`src/design/message_fragmenter_with_header_macros.svh`:
```
// Assertion macros for the message fragmenter block.
// Used by the top level; expects clk and rst in scope.
`ifndef MESSAGE_FRAGMENTER_WITH_HEADER_MACROS_SVH
`define MESSAGE_FRAGMENTER_WITH_HEADER_MACROS_SVH

`define MFWH_ASSERT(name, cond, msg) \
  name: assert property (@(posedge clk) disable iff (rst) (cond)) else $error(msg);

`define MFWH_ASSERT_IMPL(name, ante, cons, msg) \
  name: assert property (@(posedge clk) disable iff (rst) (ante) |-> (cons)) else $error(msg);

`define MFWH_ASSERT_NEXT(name, ante, cons, msg) \
  name: assert property (@(posedge clk) disable iff (rst) (ante) |=> (cons)) else $error(msg);

`endif

```
`src/design/mfwh_pkg.sv`:
```
// Shared constants and the command type for the message fragmenter.
// No dependencies.
package mfwh_pkg;

  localparam logic [15:0] MAX_MESSAGE_LEN = 16'd4096;
  localparam int unsigned QUEUE_DEPTH     = 4;

  localparam logic [15:0] PAYLOAD_RESET = 16'd20;
  localparam logic [15:0] HDR_LEN       = 16'd10;
  localparam logic [3:0]  HDR_BYTES     = 4'd10;

  localparam logic [7:0] MAGIC0  = 8'hAA;
  localparam logic [7:0] MAGIC1  = 8'h55;
  localparam logic [7:0] MAGIC2  = 8'hC3;
  localparam logic [7:0] VERSION = 8'h01;

  localparam logic [1:0] KIND_PACKET    = 2'd0;
  localparam logic [1:0] KIND_TOO_LONG  = 2'd1;
  localparam logic [1:0] KIND_TOO_SMALL = 2'd2;

  typedef struct packed {
    logic        hdr;
    logic [7:0]  data;
    logic        first;
    logic        last;
    logic        done;
    logic [1:0]  kind;
    logic [15:0] pnum;
    logic [15:0] pcount;
    logic [15:0] len;
  } cmd_t;

endpackage

```
`src/design/mfwh_if.sv`:
```
// Valid/ready channel interfaces for the input items and the result bytes.
// No dependencies.
interface mfwh_in_if;
  logic        valid;
  logic        ready;
  logic        action;
  logic [7:0]  data_byte;
  logic [15:0] message_length;
  logic [15:0] write_length;

  modport source (output valid, action, data_byte, message_length, write_length,
                  input ready);
  modport sink (input valid, action, data_byte, message_length, write_length,
                output ready);
endinterface

interface mfwh_out_if;
  logic       valid;
  logic       ready;
  logic [7:0] out_byte;
  logic       packet_first;
  logic       packet_last;
  logic       message_done;
  logic [1:0] kind;

  modport source (output valid, out_byte, packet_first, packet_last, message_done, kind,
                  input ready);
  modport sink (input valid, out_byte, packet_first, packet_last, message_done, kind,
                output ready);
endinterface

```
`src/design/message_fragmenter_with_header.sv`:
```
// Message fragmenter with sequence header. Each message byte gives one result byte
// when the message fits the tracked payload size; otherwise, if payload_size > 10 and
// the message is at most MAX_MESSAGE_LEN, every chunk of payload_size - 10 bytes is
// preceded by a 10-byte header (AA 55 C3 01, packet index, packet count, length,
// big-endian). The result side runs at one byte per cycle while result.ready holds;
// the input stalls on each header once the command queue (QUEUE_DEPTH entries) fills.
// A fragmented message's first byte holds the input while a bit-serial divider works
// out the packet count. Size reports and dropped bytes give no result.
`include "message_fragmenter_with_header_macros.svh"

module message_fragmenter_with_header #(
  parameter int unsigned QUEUE_DEPTH = mfwh_pkg::QUEUE_DEPTH
) (
  input logic        clk,
  input logic        rst,
  mfwh_in_if.sink    item,
  mfwh_out_if.source result
);

  logic           push, full, pop, pop_valid;
  mfwh_pkg::cmd_t push_cmd, pop_cmd;
  logic           div_start, div_done;
  logic [16:0]    div_num;
  logic [15:0]    div_den, div_quot;

  mfwh_div u_div (
    .clk   (clk),
    .rst   (rst),
    .start (div_start),
    .num   (div_num),
    .den   (div_den),
    .done  (div_done),
    .quot  (div_quot)
  );

  mfwh_front u_front (
    .clk       (clk),
    .rst       (rst),
    .item      (item),
    .push      (push),
    .push_cmd  (push_cmd),
    .full      (full),
    .div_start (div_start),
    .div_num   (div_num),
    .div_den   (div_den),
    .div_done  (div_done),
    .div_quot  (div_quot)
  );

  mfwh_fifo #(
    .DEPTH (QUEUE_DEPTH)
  ) u_fifo (
    .clk       (clk),
    .rst       (rst),
    .push      (push),
    .push_cmd  (push_cmd),
    .full      (full),
    .pop       (pop),
    .pop_cmd   (pop_cmd),
    .pop_valid (pop_valid)
  );

  mfwh_back u_back (
    .clk       (clk),
    .rst       (rst),
    .pop_valid (pop_valid),
    .pop_cmd   (pop_cmd),
    .pop       (pop),
    .result    (result)
  );

  `MFWH_ASSERT(a_no_push_when_full, !(push && full), "command pushed into a full queue")
  `MFWH_ASSERT(a_pop_needs_entry, !pop || pop_valid, "command popped from an empty queue")
  `MFWH_ASSERT_NEXT(a_div_restart, div_start, !div_done, "divider done right after start")
  `MFWH_ASSERT_IMPL(a_reject_shape, result.valid && (result.kind != mfwh_pkg::KIND_PACKET), result.message_done && !result.packet_first && !result.packet_last, "malformed reject result")

endmodule

```
`src/design/mfwh_div.sv`:
```
// Restoring divider, one quotient bit per cycle, for the packet count.
// Depends on nothing.
module mfwh_div (
  input  logic        clk,
  input  logic        rst,
  input  logic        start,
  input  logic [16:0] num,
  input  logic [15:0] den,
  output logic        done,
  output logic [15:0] quot
);

  logic        busy;
  logic [4:0]  cnt;
  logic [15:0] rem;
  logic [16:0] q;
  logic [15:0] den_r;
  logic [16:0] trial;
  logic [16:0] diff;
  logic        ge;

  always_comb begin
    trial = {rem, q[16]};
    diff  = trial - {1'b0, den_r};
    ge    = trial >= {1'b0, den_r};
  end

  assign quot = q[15:0];

  always_ff @(posedge clk) begin
    if (rst) begin
      busy <= 1'b0;
      done <= 1'b0;
      cnt  <= '0;
    end else if (start) begin
      busy  <= 1'b1;
      done  <= 1'b0;
      cnt   <= '0;
      rem   <= '0;
      q     <= num;
      den_r <= den;
    end else if (busy) begin
      rem <= ge ? diff[15:0] : trial[15:0];
      q   <= {q[15:0], ge};
      cnt <= cnt + 5'd1;
      if (cnt == 5'd16) begin
        busy <= 1'b0;
        done <= 1'b1;
      end
    end
  end

endmodule

```
`src/design/mfwh_front.sv`:
```
// Front end: takes items, tracks message state and queues payload and reject commands.
// Depends on mfwh_pkg, mfwh_if and the divider at the top level.
module mfwh_front (
  input  logic               clk,
  input  logic               rst,
  mfwh_in_if.sink            item,
  output logic               push,
  output mfwh_pkg::cmd_t     push_cmd,
  input  logic               full,
  output logic               div_start,
  output logic [16:0]        div_num,
  output logic [15:0]        div_den,
  input  logic               div_done,
  input  logic [15:0]        div_quot
);

  typedef enum logic [1:0] {MODE_DIRECT, MODE_FRAG, MODE_DROP} mode_t;
  typedef enum logic {ST_ACCEPT, ST_DIVIDE} state_t;

  state_t      state;
  mode_t       message_mode;
  logic [15:0] payload_size;
  logic        in_message;
  logic [15:0] bytes_seen;
  logic [15:0] chunk_size;
  logic [15:0] chunk_position;
  logic [15:0] packet_number;
  logic [15:0] packet_count;
  logic [7:0]  held_byte;
  logic [15:0] held_len;

  logic        take, is_msg, opening, too_long, fits, too_small, start_frag;
  logic        finish, proc, reject, size_up;
  logic [1:0]  reject_kind;
  mode_t       e_mode;
  logic [15:0] e_bs, e_cp, e_pn, e_pc, e_cs, e_len;
  logic [7:0]  e_b;
  logic [15:0] bs_next, cp_next;
  logic        msg_end, chunk_end;

  assign item.ready = (state == ST_ACCEPT) && !full;

  always_comb begin
    take       = item.valid && item.ready;
    is_msg     = take && !item.action;
    opening    = is_msg && !in_message && (item.message_length != 16'd0);
    too_long   = item.message_length > mfwh_pkg::MAX_MESSAGE_LEN;
    fits       = item.message_length <= payload_size;
    too_small  = payload_size <= mfwh_pkg::HDR_LEN;
    start_frag = opening && !too_long && !fits && !too_small;
    reject     = opening && (too_long || (!fits && too_small));
    reject_kind = too_long ? mfwh_pkg::KIND_TOO_LONG : mfwh_pkg::KIND_TOO_SMALL;
    size_up    = take && item.action && (item.write_length > payload_size) &&
                 (item.write_length <= mfwh_pkg::MAX_MESSAGE_LEN);

    div_start = start_frag;
    div_den   = payload_size - mfwh_pkg::HDR_LEN;
    div_num   = {1'b0, item.message_length} + {1'b0, div_den} - 17'd1;

    finish = (state == ST_DIVIDE) && div_done && !full;
    proc   = finish || (is_msg && (in_message || (item.message_length != 16'd0)) &&
                        !start_frag);

    e_mode = message_mode;
    e_bs   = bytes_seen;
    e_cp   = chunk_position;
    e_pn   = packet_number;
    e_pc   = packet_count;
    e_cs   = chunk_size;
    e_b    = item.data_byte;
    e_len  = item.message_length;
    if (finish) begin
      e_mode = MODE_FRAG;
      e_bs   = '0;
      e_cp   = '0;
      e_pn   = '0;
      e_pc   = div_quot;
      e_b    = held_byte;
      e_len  = held_len;
    end else if (opening) begin
      e_bs = '0;
      e_cp = '0;
      e_pn = '0;
      if (too_long || !fits) begin
        e_mode = MODE_DROP;
      end else begin
        e_mode = MODE_DIRECT;
        e_cs   = '0;
        e_pc   = 16'd1;
      end
    end

    bs_next   = e_bs + 16'd1;
    msg_end   = bs_next >= e_len;
    cp_next   = e_cp + 16'd1;
    chunk_end = msg_end || (cp_next >= e_cs);

    push = reject || (proc && (e_mode != MODE_DROP));

    push_cmd.hdr    = 1'b0;
    push_cmd.data   = e_b;
    push_cmd.first  = 1'b0;
    push_cmd.last   = msg_end;
    push_cmd.done   = msg_end;
    push_cmd.kind   = mfwh_pkg::KIND_PACKET;
    push_cmd.pnum   = e_pn;
    push_cmd.pcount = e_pc;
    push_cmd.len    = e_len;
    if (reject) begin
      push_cmd.data  = '0;
      push_cmd.last  = 1'b0;
      push_cmd.done  = 1'b1;
      push_cmd.kind  = reject_kind;
    end else if (e_mode == MODE_DIRECT) begin
      push_cmd.first = bs_next == 16'd1;
    end else begin
      push_cmd.hdr  = e_cp == 16'd0;
      push_cmd.last = chunk_end;
    end
  end

  always_ff @(posedge clk) begin
    if (rst) begin
      state          <= ST_ACCEPT;
      message_mode   <= MODE_DIRECT;
      payload_size   <= mfwh_pkg::PAYLOAD_RESET;
      in_message     <= 1'b0;
      bytes_seen     <= '0;
      chunk_size     <= '0;
      chunk_position <= '0;
      packet_number  <= '0;
      packet_count   <= '0;
    end else begin
      if (size_up) begin
        payload_size <= item.write_length;
      end
      if (start_frag) begin
        state      <= ST_DIVIDE;
        held_byte  <= item.data_byte;
        held_len   <= item.message_length;
        chunk_size <= div_den;
      end
      if (finish) begin
        state <= ST_ACCEPT;
      end
      if (proc) begin
        message_mode <= e_mode;
        bytes_seen   <= bs_next;
        chunk_size   <= e_cs;
        packet_count <= e_pc;
        in_message   <= !msg_end;
        if (e_mode == MODE_FRAG) begin
          chunk_position <= chunk_end ? 16'd0 : cp_next;
          packet_number  <= chunk_end ? e_pn + 16'd1 : e_pn;
        end else begin
          chunk_position <= e_cp;
          packet_number  <= e_pn;
        end
      end
    end
  end

endmodule

```
`src/design/mfwh_fifo.sv`:
```
// Command queue between the front end and the byte emitter.
// Depends on mfwh_pkg.
module mfwh_fifo #(
  parameter int unsigned DEPTH = mfwh_pkg::QUEUE_DEPTH
) (
  input  logic           clk,
  input  logic           rst,
  input  logic           push,
  input  mfwh_pkg::cmd_t push_cmd,
  output logic           full,
  input  logic           pop,
  output mfwh_pkg::cmd_t pop_cmd,
  output logic           pop_valid
);

  localparam int unsigned AW = $clog2(DEPTH);
  localparam int unsigned CW = $clog2(DEPTH + 1);

  mfwh_pkg::cmd_t mem [DEPTH];
  logic [AW-1:0]  wr_ptr;
  logic [AW-1:0]  rd_ptr;
  logic [CW-1:0]  count;

  assign full      = count == CW'(DEPTH);
  assign pop_valid = count != '0;
  assign pop_cmd   = mem[rd_ptr];

  always_ff @(posedge clk) begin
    if (push) begin
      mem[wr_ptr] <= push_cmd;
    end
  end

  always_ff @(posedge clk) begin
    if (rst) begin
      wr_ptr <= '0;
      rd_ptr <= '0;
      count  <= '0;
    end else begin
      if (push) begin
        wr_ptr <= (wr_ptr == AW'(DEPTH - 1)) ? '0 : wr_ptr + AW'(1);
      end
      if (pop) begin
        rd_ptr <= (rd_ptr == AW'(DEPTH - 1)) ? '0 : rd_ptr + AW'(1);
      end
      if (push && !pop) begin
        count <= count + CW'(1);
      end else if (pop && !push) begin
        count <= count - CW'(1);
      end
    end
  end

endmodule

```
`src/design/mfwh_back.sv`:
```
// Back end: expands queued commands into header and payload bytes on the result channel.
// Depends on mfwh_pkg and mfwh_if.
module mfwh_back (
  input  logic           clk,
  input  logic           rst,
  input  logic           pop_valid,
  input  mfwh_pkg::cmd_t pop_cmd,
  output logic           pop,
  mfwh_out_if.source     result
);

  mfwh_pkg::cmd_t cur;
  logic           cur_valid;
  logic [3:0]     idx;

  logic           emit_hdr, advance, step;
  logic [7:0]     nb;
  logic           nf, nl, nd;
  logic [1:0]     nk;

  always_comb begin
    emit_hdr = cur.hdr && (idx < mfwh_pkg::HDR_BYTES);
    nb = cur.data;
    nf = cur.first;
    nl = cur.last;
    nd = cur.done;
    nk = cur.kind;
    if (emit_hdr) begin
      nf = idx == 4'd0;
      nl = 1'b0;
      nd = 1'b0;
      nk = mfwh_pkg::KIND_PACKET;
      case (idx)
        4'd0:    nb = mfwh_pkg::MAGIC0;
        4'd1:    nb = mfwh_pkg::MAGIC1;
        4'd2:    nb = mfwh_pkg::MAGIC2;
        4'd3:    nb = mfwh_pkg::VERSION;
        4'd4:    nb = cur.pnum[15:8];
        4'd5:    nb = cur.pnum[7:0];
        4'd6:    nb = cur.pcount[15:8];
        4'd7:    nb = cur.pcount[7:0];
        4'd8:    nb = cur.len[15:8];
        4'd9:    nb = cur.len[7:0];
        default: nb = cur.data;
      endcase
    end
    advance = !result.valid || result.ready;
    step    = advance && cur_valid;
    pop     = pop_valid && (!cur_valid || (step && !emit_hdr));
  end

  always_ff @(posedge clk) begin
    if (rst) begin
      cur_valid    <= 1'b0;
      idx          <= '0;
      result.valid <= 1'b0;
    end else begin
      if (advance) begin
        result.valid <= cur_valid;
      end
      if (step) begin
        result.out_byte     <= nb;
        result.packet_first <= nf;
        result.packet_last  <= nl;
        result.message_done <= nd;
        result.kind         <= nk;
        idx <= emit_hdr ? idx + 4'd1 : 4'd0;
      end
      if (pop) begin
        cur       <= pop_cmd;
        cur_valid <= 1'b1;
      end else if (step && !emit_hdr) begin
        cur_valid <= 1'b0;
      end
    end
  end

endmodule

```
`src/flat_wrapper.sv`:
```
// flat-port wrapper written by rule: the top's interface ports become plain ports
module message_fragmenter_with_header_flat 
#(
  parameter int unsigned QUEUE_DEPTH = mfwh_pkg::QUEUE_DEPTH
)
  (clk, rst, item_valid, item_action, item_data_byte, item_message_length, item_write_length, item_ready, result_valid, result_out_byte, result_packet_first, result_packet_last, result_message_done, result_kind, result_ready);
  mfwh_in_if item_i ();
  mfwh_out_if result_i ();
  input logic clk;
  input logic rst;
  input wire logic [$bits(item_i.valid)-1:0] item_valid;
  input wire logic [$bits(item_i.action)-1:0] item_action;
  input wire logic [$bits(item_i.data_byte)-1:0] item_data_byte;
  input wire logic [$bits(item_i.message_length)-1:0] item_message_length;
  input wire logic [$bits(item_i.write_length)-1:0] item_write_length;
  output wire logic [$bits(item_i.ready)-1:0] item_ready;
  output wire logic [$bits(result_i.valid)-1:0] result_valid;
  output wire logic [$bits(result_i.out_byte)-1:0] result_out_byte;
  output wire logic [$bits(result_i.packet_first)-1:0] result_packet_first;
  output wire logic [$bits(result_i.packet_last)-1:0] result_packet_last;
  output wire logic [$bits(result_i.message_done)-1:0] result_message_done;
  output wire logic [$bits(result_i.kind)-1:0] result_kind;
  input wire logic [$bits(result_i.ready)-1:0] result_ready;
  assign item_i.valid = item_valid;
  assign item_i.action = item_action;
  assign item_i.data_byte = item_data_byte;
  assign item_i.message_length = item_message_length;
  assign item_i.write_length = item_write_length;
  assign item_ready = item_i.ready;
  assign result_valid = result_i.valid;
  assign result_out_byte = result_i.out_byte;
  assign result_packet_first = result_i.packet_first;
  assign result_packet_last = result_i.packet_last;
  assign result_message_done = result_i.message_done;
  assign result_kind = result_i.kind;
  assign result_i.ready = result_ready;
  message_fragmenter_with_header #(.QUEUE_DEPTH(QUEUE_DEPTH)) u_core (.clk(clk), .rst(rst), .item(item_i), .result(result_i));
endmodule
```
`config.mk`:
```
export PLATFORM = sky130hd
export DESIGN_NAME = message_fragmenter_with_header_flat
export DESIGN_NICKNAME = d
export VERILOG_FILES = /design/src/design/mfwh_pkg.sv /design/src/design/mfwh_if.sv /design/src/design/message_fragmenter_with_header.sv /design/src/design/mfwh_div.sv /design/src/design/mfwh_front.sv /design/src/design/mfwh_fifo.sv /design/src/design/mfwh_back.sv /design/src/flat_wrapper.sv
export VERILOG_INCLUDE_DIRS = /design/src /design/src/design
export SDC_FILE = /design/constraint.sdc
export NUM_CORES = 1
export LEC_CHECK = 0
export BUFFER_PORTS_ARGS = -buffer_cell sky130_fd_sc_hd__buf_4
export CORE_MARGIN = 4
export CORE_UTILIZATION = 35
export DETAILED_ROUTE_END_ITERATION = 7
export GPL_ROUTABILITY_DRIVEN = 0
export GPL_TIMING_DRIVEN = 0
export SKIP_LAST_GASP = 1
export SYNTH_ARGS = -nofsm -noshare
export SYNTH_HDL_FRONTEND = slang
export SYNTH_HIERARCHICAL = 1
export SYNTH_SLANG_ARGS = --single-unit
```
`constraint.sdc`:
```
create_clock -name clk -period 8.34 [get_ports clk]
set_input_delay 0.834 -clock clk [delete_from_list [all_inputs] [get_ports clk]]
set_output_delay 0.834 -clock clk [all_outputs]
set_load 0.02 [all_outputs]
```
==> flow_metrics.env <==
export IMPL_p_int_mw=4.931
export IMPL_synth_seq_cells=518
export IMPL_max_vdd_ir_drop_mv=0.1915
export IMPL_ctsHoldBuffers=0
export IMPL_postLayoutSetupSlackWorst_ns=1.494
export IMPL_yosysMostFrequentCell="edfxtp_1"
export IMPL_cts_resized=0
export IMPL_via_per_inst=5.295
export IMPL_cts_max_path_buffers=3
export IMPL_nNetsFinal=2379
export IMPL_netlist_instances=2078
export IMPL_slew_violations=0
export IMPL_reg2regPathDepth=22
export IMPL_grt_usage_pct=16.13
export IMPL_setup_tns_ns=0
export IMPL_via_count=16912
export IMPL_design_area_mm2=0.02881
export IMPL_antenna_found_initial=0
export IMPL_hold_class="in -> reg"
export IMPL_period_share_pct=82.08
export IMPL_synth_area_mm2=0.02522
export IMPL_setup_violations=0
export IMPL_cts_sinks=518
export IMPL_portBuffers=59
export IMPL_rsz0062_at_grt="false"
export IMPL_synth_top_cell_by_area="edfxtp_1"
export IMPL_synth_edf_count=396
export IMPL_power_switching_mw=1.765
export IMPL_drt_iter0_drc=1391
export IMPL_fp_coreArea_mm2=0.07149
export IMPL_drtAntennaViolNets=0
export IMPL_p_per_area_mw_per_mm2=232.4
export IMPL_path_max_fanout=10
export IMPL_grt_pass1_vias=16786
export IMPL_worst_slew_pin_slew_ns=1.215
export IMPL_die_h_um=276.4
export IMPL_synth_top_area_share_pct=47.15
export IMPL_cp_end_kind="flip-flop"
export IMPL_grt_start_max_net_pins=52
export IMPL_crit_family="simple AND/OR/NAND/NOR gates"
export IMPL_start_util_pct=35.28
export IMPL_ys_warn_count=6
export IMPL_ys_flop_type="edfxtp_1"
export IMPL_clk_latency_ns=0.63
export IMPL_placed_cell_area_mm2=0.02709
export IMPL_grt_pass1_wl_um=98080
export IMPL_post_cts_setup_buffer_count=0
export IMPL_async_reset_ff_share_pct=0
export IMPL_slew_headroom_pct=18.30
export IMPL_cap_violations=0
export IMPL_die_area_mm2=0.07642
export IMPL_grt_overflow_total=0
export IMPL_io_pins=60
export IMPL_synthesis_nets=2255
export IMPL_area_growth_pct=14.23
export IMPL_multi_input_area_mm2=0.009708
export IMPL_layout_min_cycle_time_ns=6.846
export IMPL_dieWidth_um=276.4
export IMPL_combPwrFrac_pct=17.9
export IMPL_cp_slowest_stage_delay_ns=0.74
export IMPL_h_tree_depth=2
export IMPL_required_ns=8.82
export IMPL_wl_per_cell_um=19.71
export IMPL_cp_depth=22
export IMPL_timing_rr_end="u_core/u_front/packet_number[7]$_SDFFE_PP0N_"
export IMPL_drive_above_1_share_pct=14.48
export IMPL_cts_clk_slew_worst_paths_ns=0.07
export IMPL_first_pass_iters=5
export IMPL_power_mw=6.696
export IMPL_swShare_pct=26.36
export IMPL_cts_made_buffers=51
export IMPL_cts_root_buf="clkbuf_16"
export IMPL_endpoint="u_core/u_front/packet_number[7]$_SDFFE_PP0N_"
export IMPL_cts_tree="yes"
export IMPL_synth_area_leaders="edfxtp_1, dfxtp_1, ha_1, mux4_2, nand2_1"
export IMPL_synth_common_cells="edfxtp_1, nand2_1, inv_1"
export IMPL_finalHoldViolCount=0
export IMPL_pwr_share_seq_pct=47.1
export IMPL_status="complete, no violations"
export IMPL_hold_depth=1
export IMPL_worst_r2r_setup_slack_ns=1.49
export IMPL_fmax_mhz=146.1
export IMPL_seq_area_frac_synth_pct=56.83
export IMPL_synth_avg_cell_area_um2=12.14
export IMPL_wl_um=62950
export IMPL_start_kind="flip-flop"
export IMPL_path_buf_inv=4
export IMPL_dp_slack_ns=0.9561
export IMPL_crit_chain="nor3b_2, nor4b_2, and2_1, buf_2, a21oi_1, clkbuf_1, buf_2, and2_1, ha_1, nand3_1, nor2_1, nand2_1, xor2_1, nor2_1, ha_1, nand4_1, o211a_1, o31a_1, clkbuf_1, a211oi_1, or4_1, o311ai_1"
export IMPL_fp_row_count=98
export IMPL_crit_type="reg -> reg"
export IMPL_regArea_mm2=0.01433
export IMPL_r2r_start="u_core/u_fifo/count[1]$_SDFFE_PP0P_"
export IMPL_fin_worst_skew_ns=0.06888
export IMPL_whs_ns=0.3986
export IMPL_hpwl_um=46230
export IMPL_nFillCells=6722
export IMPL_insertedDiodeCount=0
export IMPL_clkPwrFrac_pct=34.9
export IMPL_power_leakage_nw=10.28
export IMPL_synth_distinct_cells=106
export IMPL_crit_start="u_core/u_fifo/count[1]$_SDFFE_PP0P_"
export IMPL_cp_slowest_cell="nor3b_2"
export IMPL_drc=0
export IMPL_crit_arrival_ns=7.32
[per-stage QoR]
step	cells	utilization [%]
finish	3194	40.30
global route	3194	40.30
CTS	3194	40.29
detailed placement	3099	37.89
global placement	3087	37.56
floorplan	2078	-
[cell families after synthesis]
| logic type | share of synthesized area, % |
|---|---|
| flip-flops | 56.83 |
| AO/OA/AOI/OAI | 9.491 |
| buffers and inverters | 4.832 |
| multiplexers | 7.551 |
| AND/OR/NAND/NOR | 12.29 |
| XOR/XNOR | 2.361 |
| adder cells (fa/ha/maj) | 6.638 |
[final cells by class]
class	count	area share [%]
clock inverters	25	1.034
well taps	950	4.126
flip-flops and latches	518	49.75
multi-input cells	1301	33.70
plain buffers	109	2.276
inverters	150	1.954
clock buffers	70	4.921
repair buffers	71	2.237
[worst register-to-register path: cells and delay by family, from the launching register on]
| family | cells | cell delay, ns |
|---|---|---|
| simple gates | 10 | 2.75 |
| buf+inv | 4 | 1.55 |
| compound gates | 5 | 1.34 |
| fa+ha+maj | 2 | 0.60 |
| flops | 1 | 0.35 |
| xor+xnor | 1 | 0.15 |
[layer usage]
metal  up-vias  share of wire (%)  GRT usage, %
li1       7941                  -             -
met1      8339                 45         23.13
met3        92                6.2         2.474
met4         0                2.3         4.569
met2       540                 46         25.51
met5         -                  0             0
[layout by cell type, fill, tap and decap left out, types with 10 or more instances in the layout]
cell	count
a31oi_1	18
mux2i_1	32
ha_1	129
xor2_1	24
buf_6	13
o211ai_1	12
xnor2_1	44
buf_4	79
mux2_2	16
nand4_1	35
dfxtp_1	122
or3_1	10
inv_1	148
nor4_1	16
a21oi_1	114
edfxtp_1	396
mux4_2	60
nand2_1	208
clkbuf_1	62
o21a_1	15
and2_1	45
nand3_1	81
nor2b_1	10
buf_2	23
a211oi_1	13
nor3_1	27
clkbuf_16	51
o21ai_0	48
a32oi_1	14
nor2_1	138
a21o_1	24
[how the worst min path moves through the flow]
| stage | start | end | slack [ns] |
|---|---|---|---|
| final | item_data_byte[5] | u_core/u_front/held_byte[5]$_DFFE_PP_ | 0.40 |
| after global routing | item_data_byte[5] | u_core/u_front/held_byte[5]$_DFFE_PP_ | 0.37 |
| after CTS | item_data_byte[2] | u_core/u_front/held_byte[2]$_DFFE_PP_ | 0.36 |
| after detailed placement | u_core/u_front/payload_size[12]$_SDFFE_PP0P_ | u_core/u_front/payload_size[12]$_SDFFE_PP0P_ | 0.45 |
| after global placement | u_core/u_front/payload_size[12]$_SDFFE_PP0P_ | u_core/u_front/payload_size[12]$_SDFFE_PP0P_ | 0.45 |
| after floorplan | u_core/u_front/payload_size[12]$_SDFFE_PP0P_ | u_core/u_front/payload_size[12]$_SDFFE_PP0P_ | 0.43 |
[power by group through the flow]
| stage | clock network [mW] | logic, mW | registers (mW) |
|---|---|---|---|
| floorplan | 0 | 0.827 | 3.19 |
| global placement | 0 | 1.15 | 3.24 |
| detailed placement | 0 | 1.21 | 3.22 |
| CTS | 2.40 | 1.22 | 3.16 |
| global route | 2.51 | 1.30 | 3.17 |
| finish | 2.34 | 1.20 | 3.16 |
[flip-flops by register name (all words and copies together) (netlist names), 3 cells and up, named ones only]
register / cells
u_core/u_front/payload_size: 16
u_core/u_div/cnt: 5
u_core/u_back/idx: 4
u_core/u_front/bytes_seen: 16
u_core/u_front/chunk_position: 16
u_core/u_back/cur: 62
u_core/u_front/chunk_size: 16
u_core/u_front/packet_number: 16
u_core/u_front/held_byte: 8
u_core/u_back/result.out_byte: 8
u_core/u_fifo/count: 3
u_core/u_div/rem: 16
u_core/u_fifo/mem: 248
u_core/u_div/den_r: 16
u_core/u_div/q: 17
u_core/u_front/held_len: 16
u_core/u_front/packet_count: 16
(Power assumes the default switching activity.)
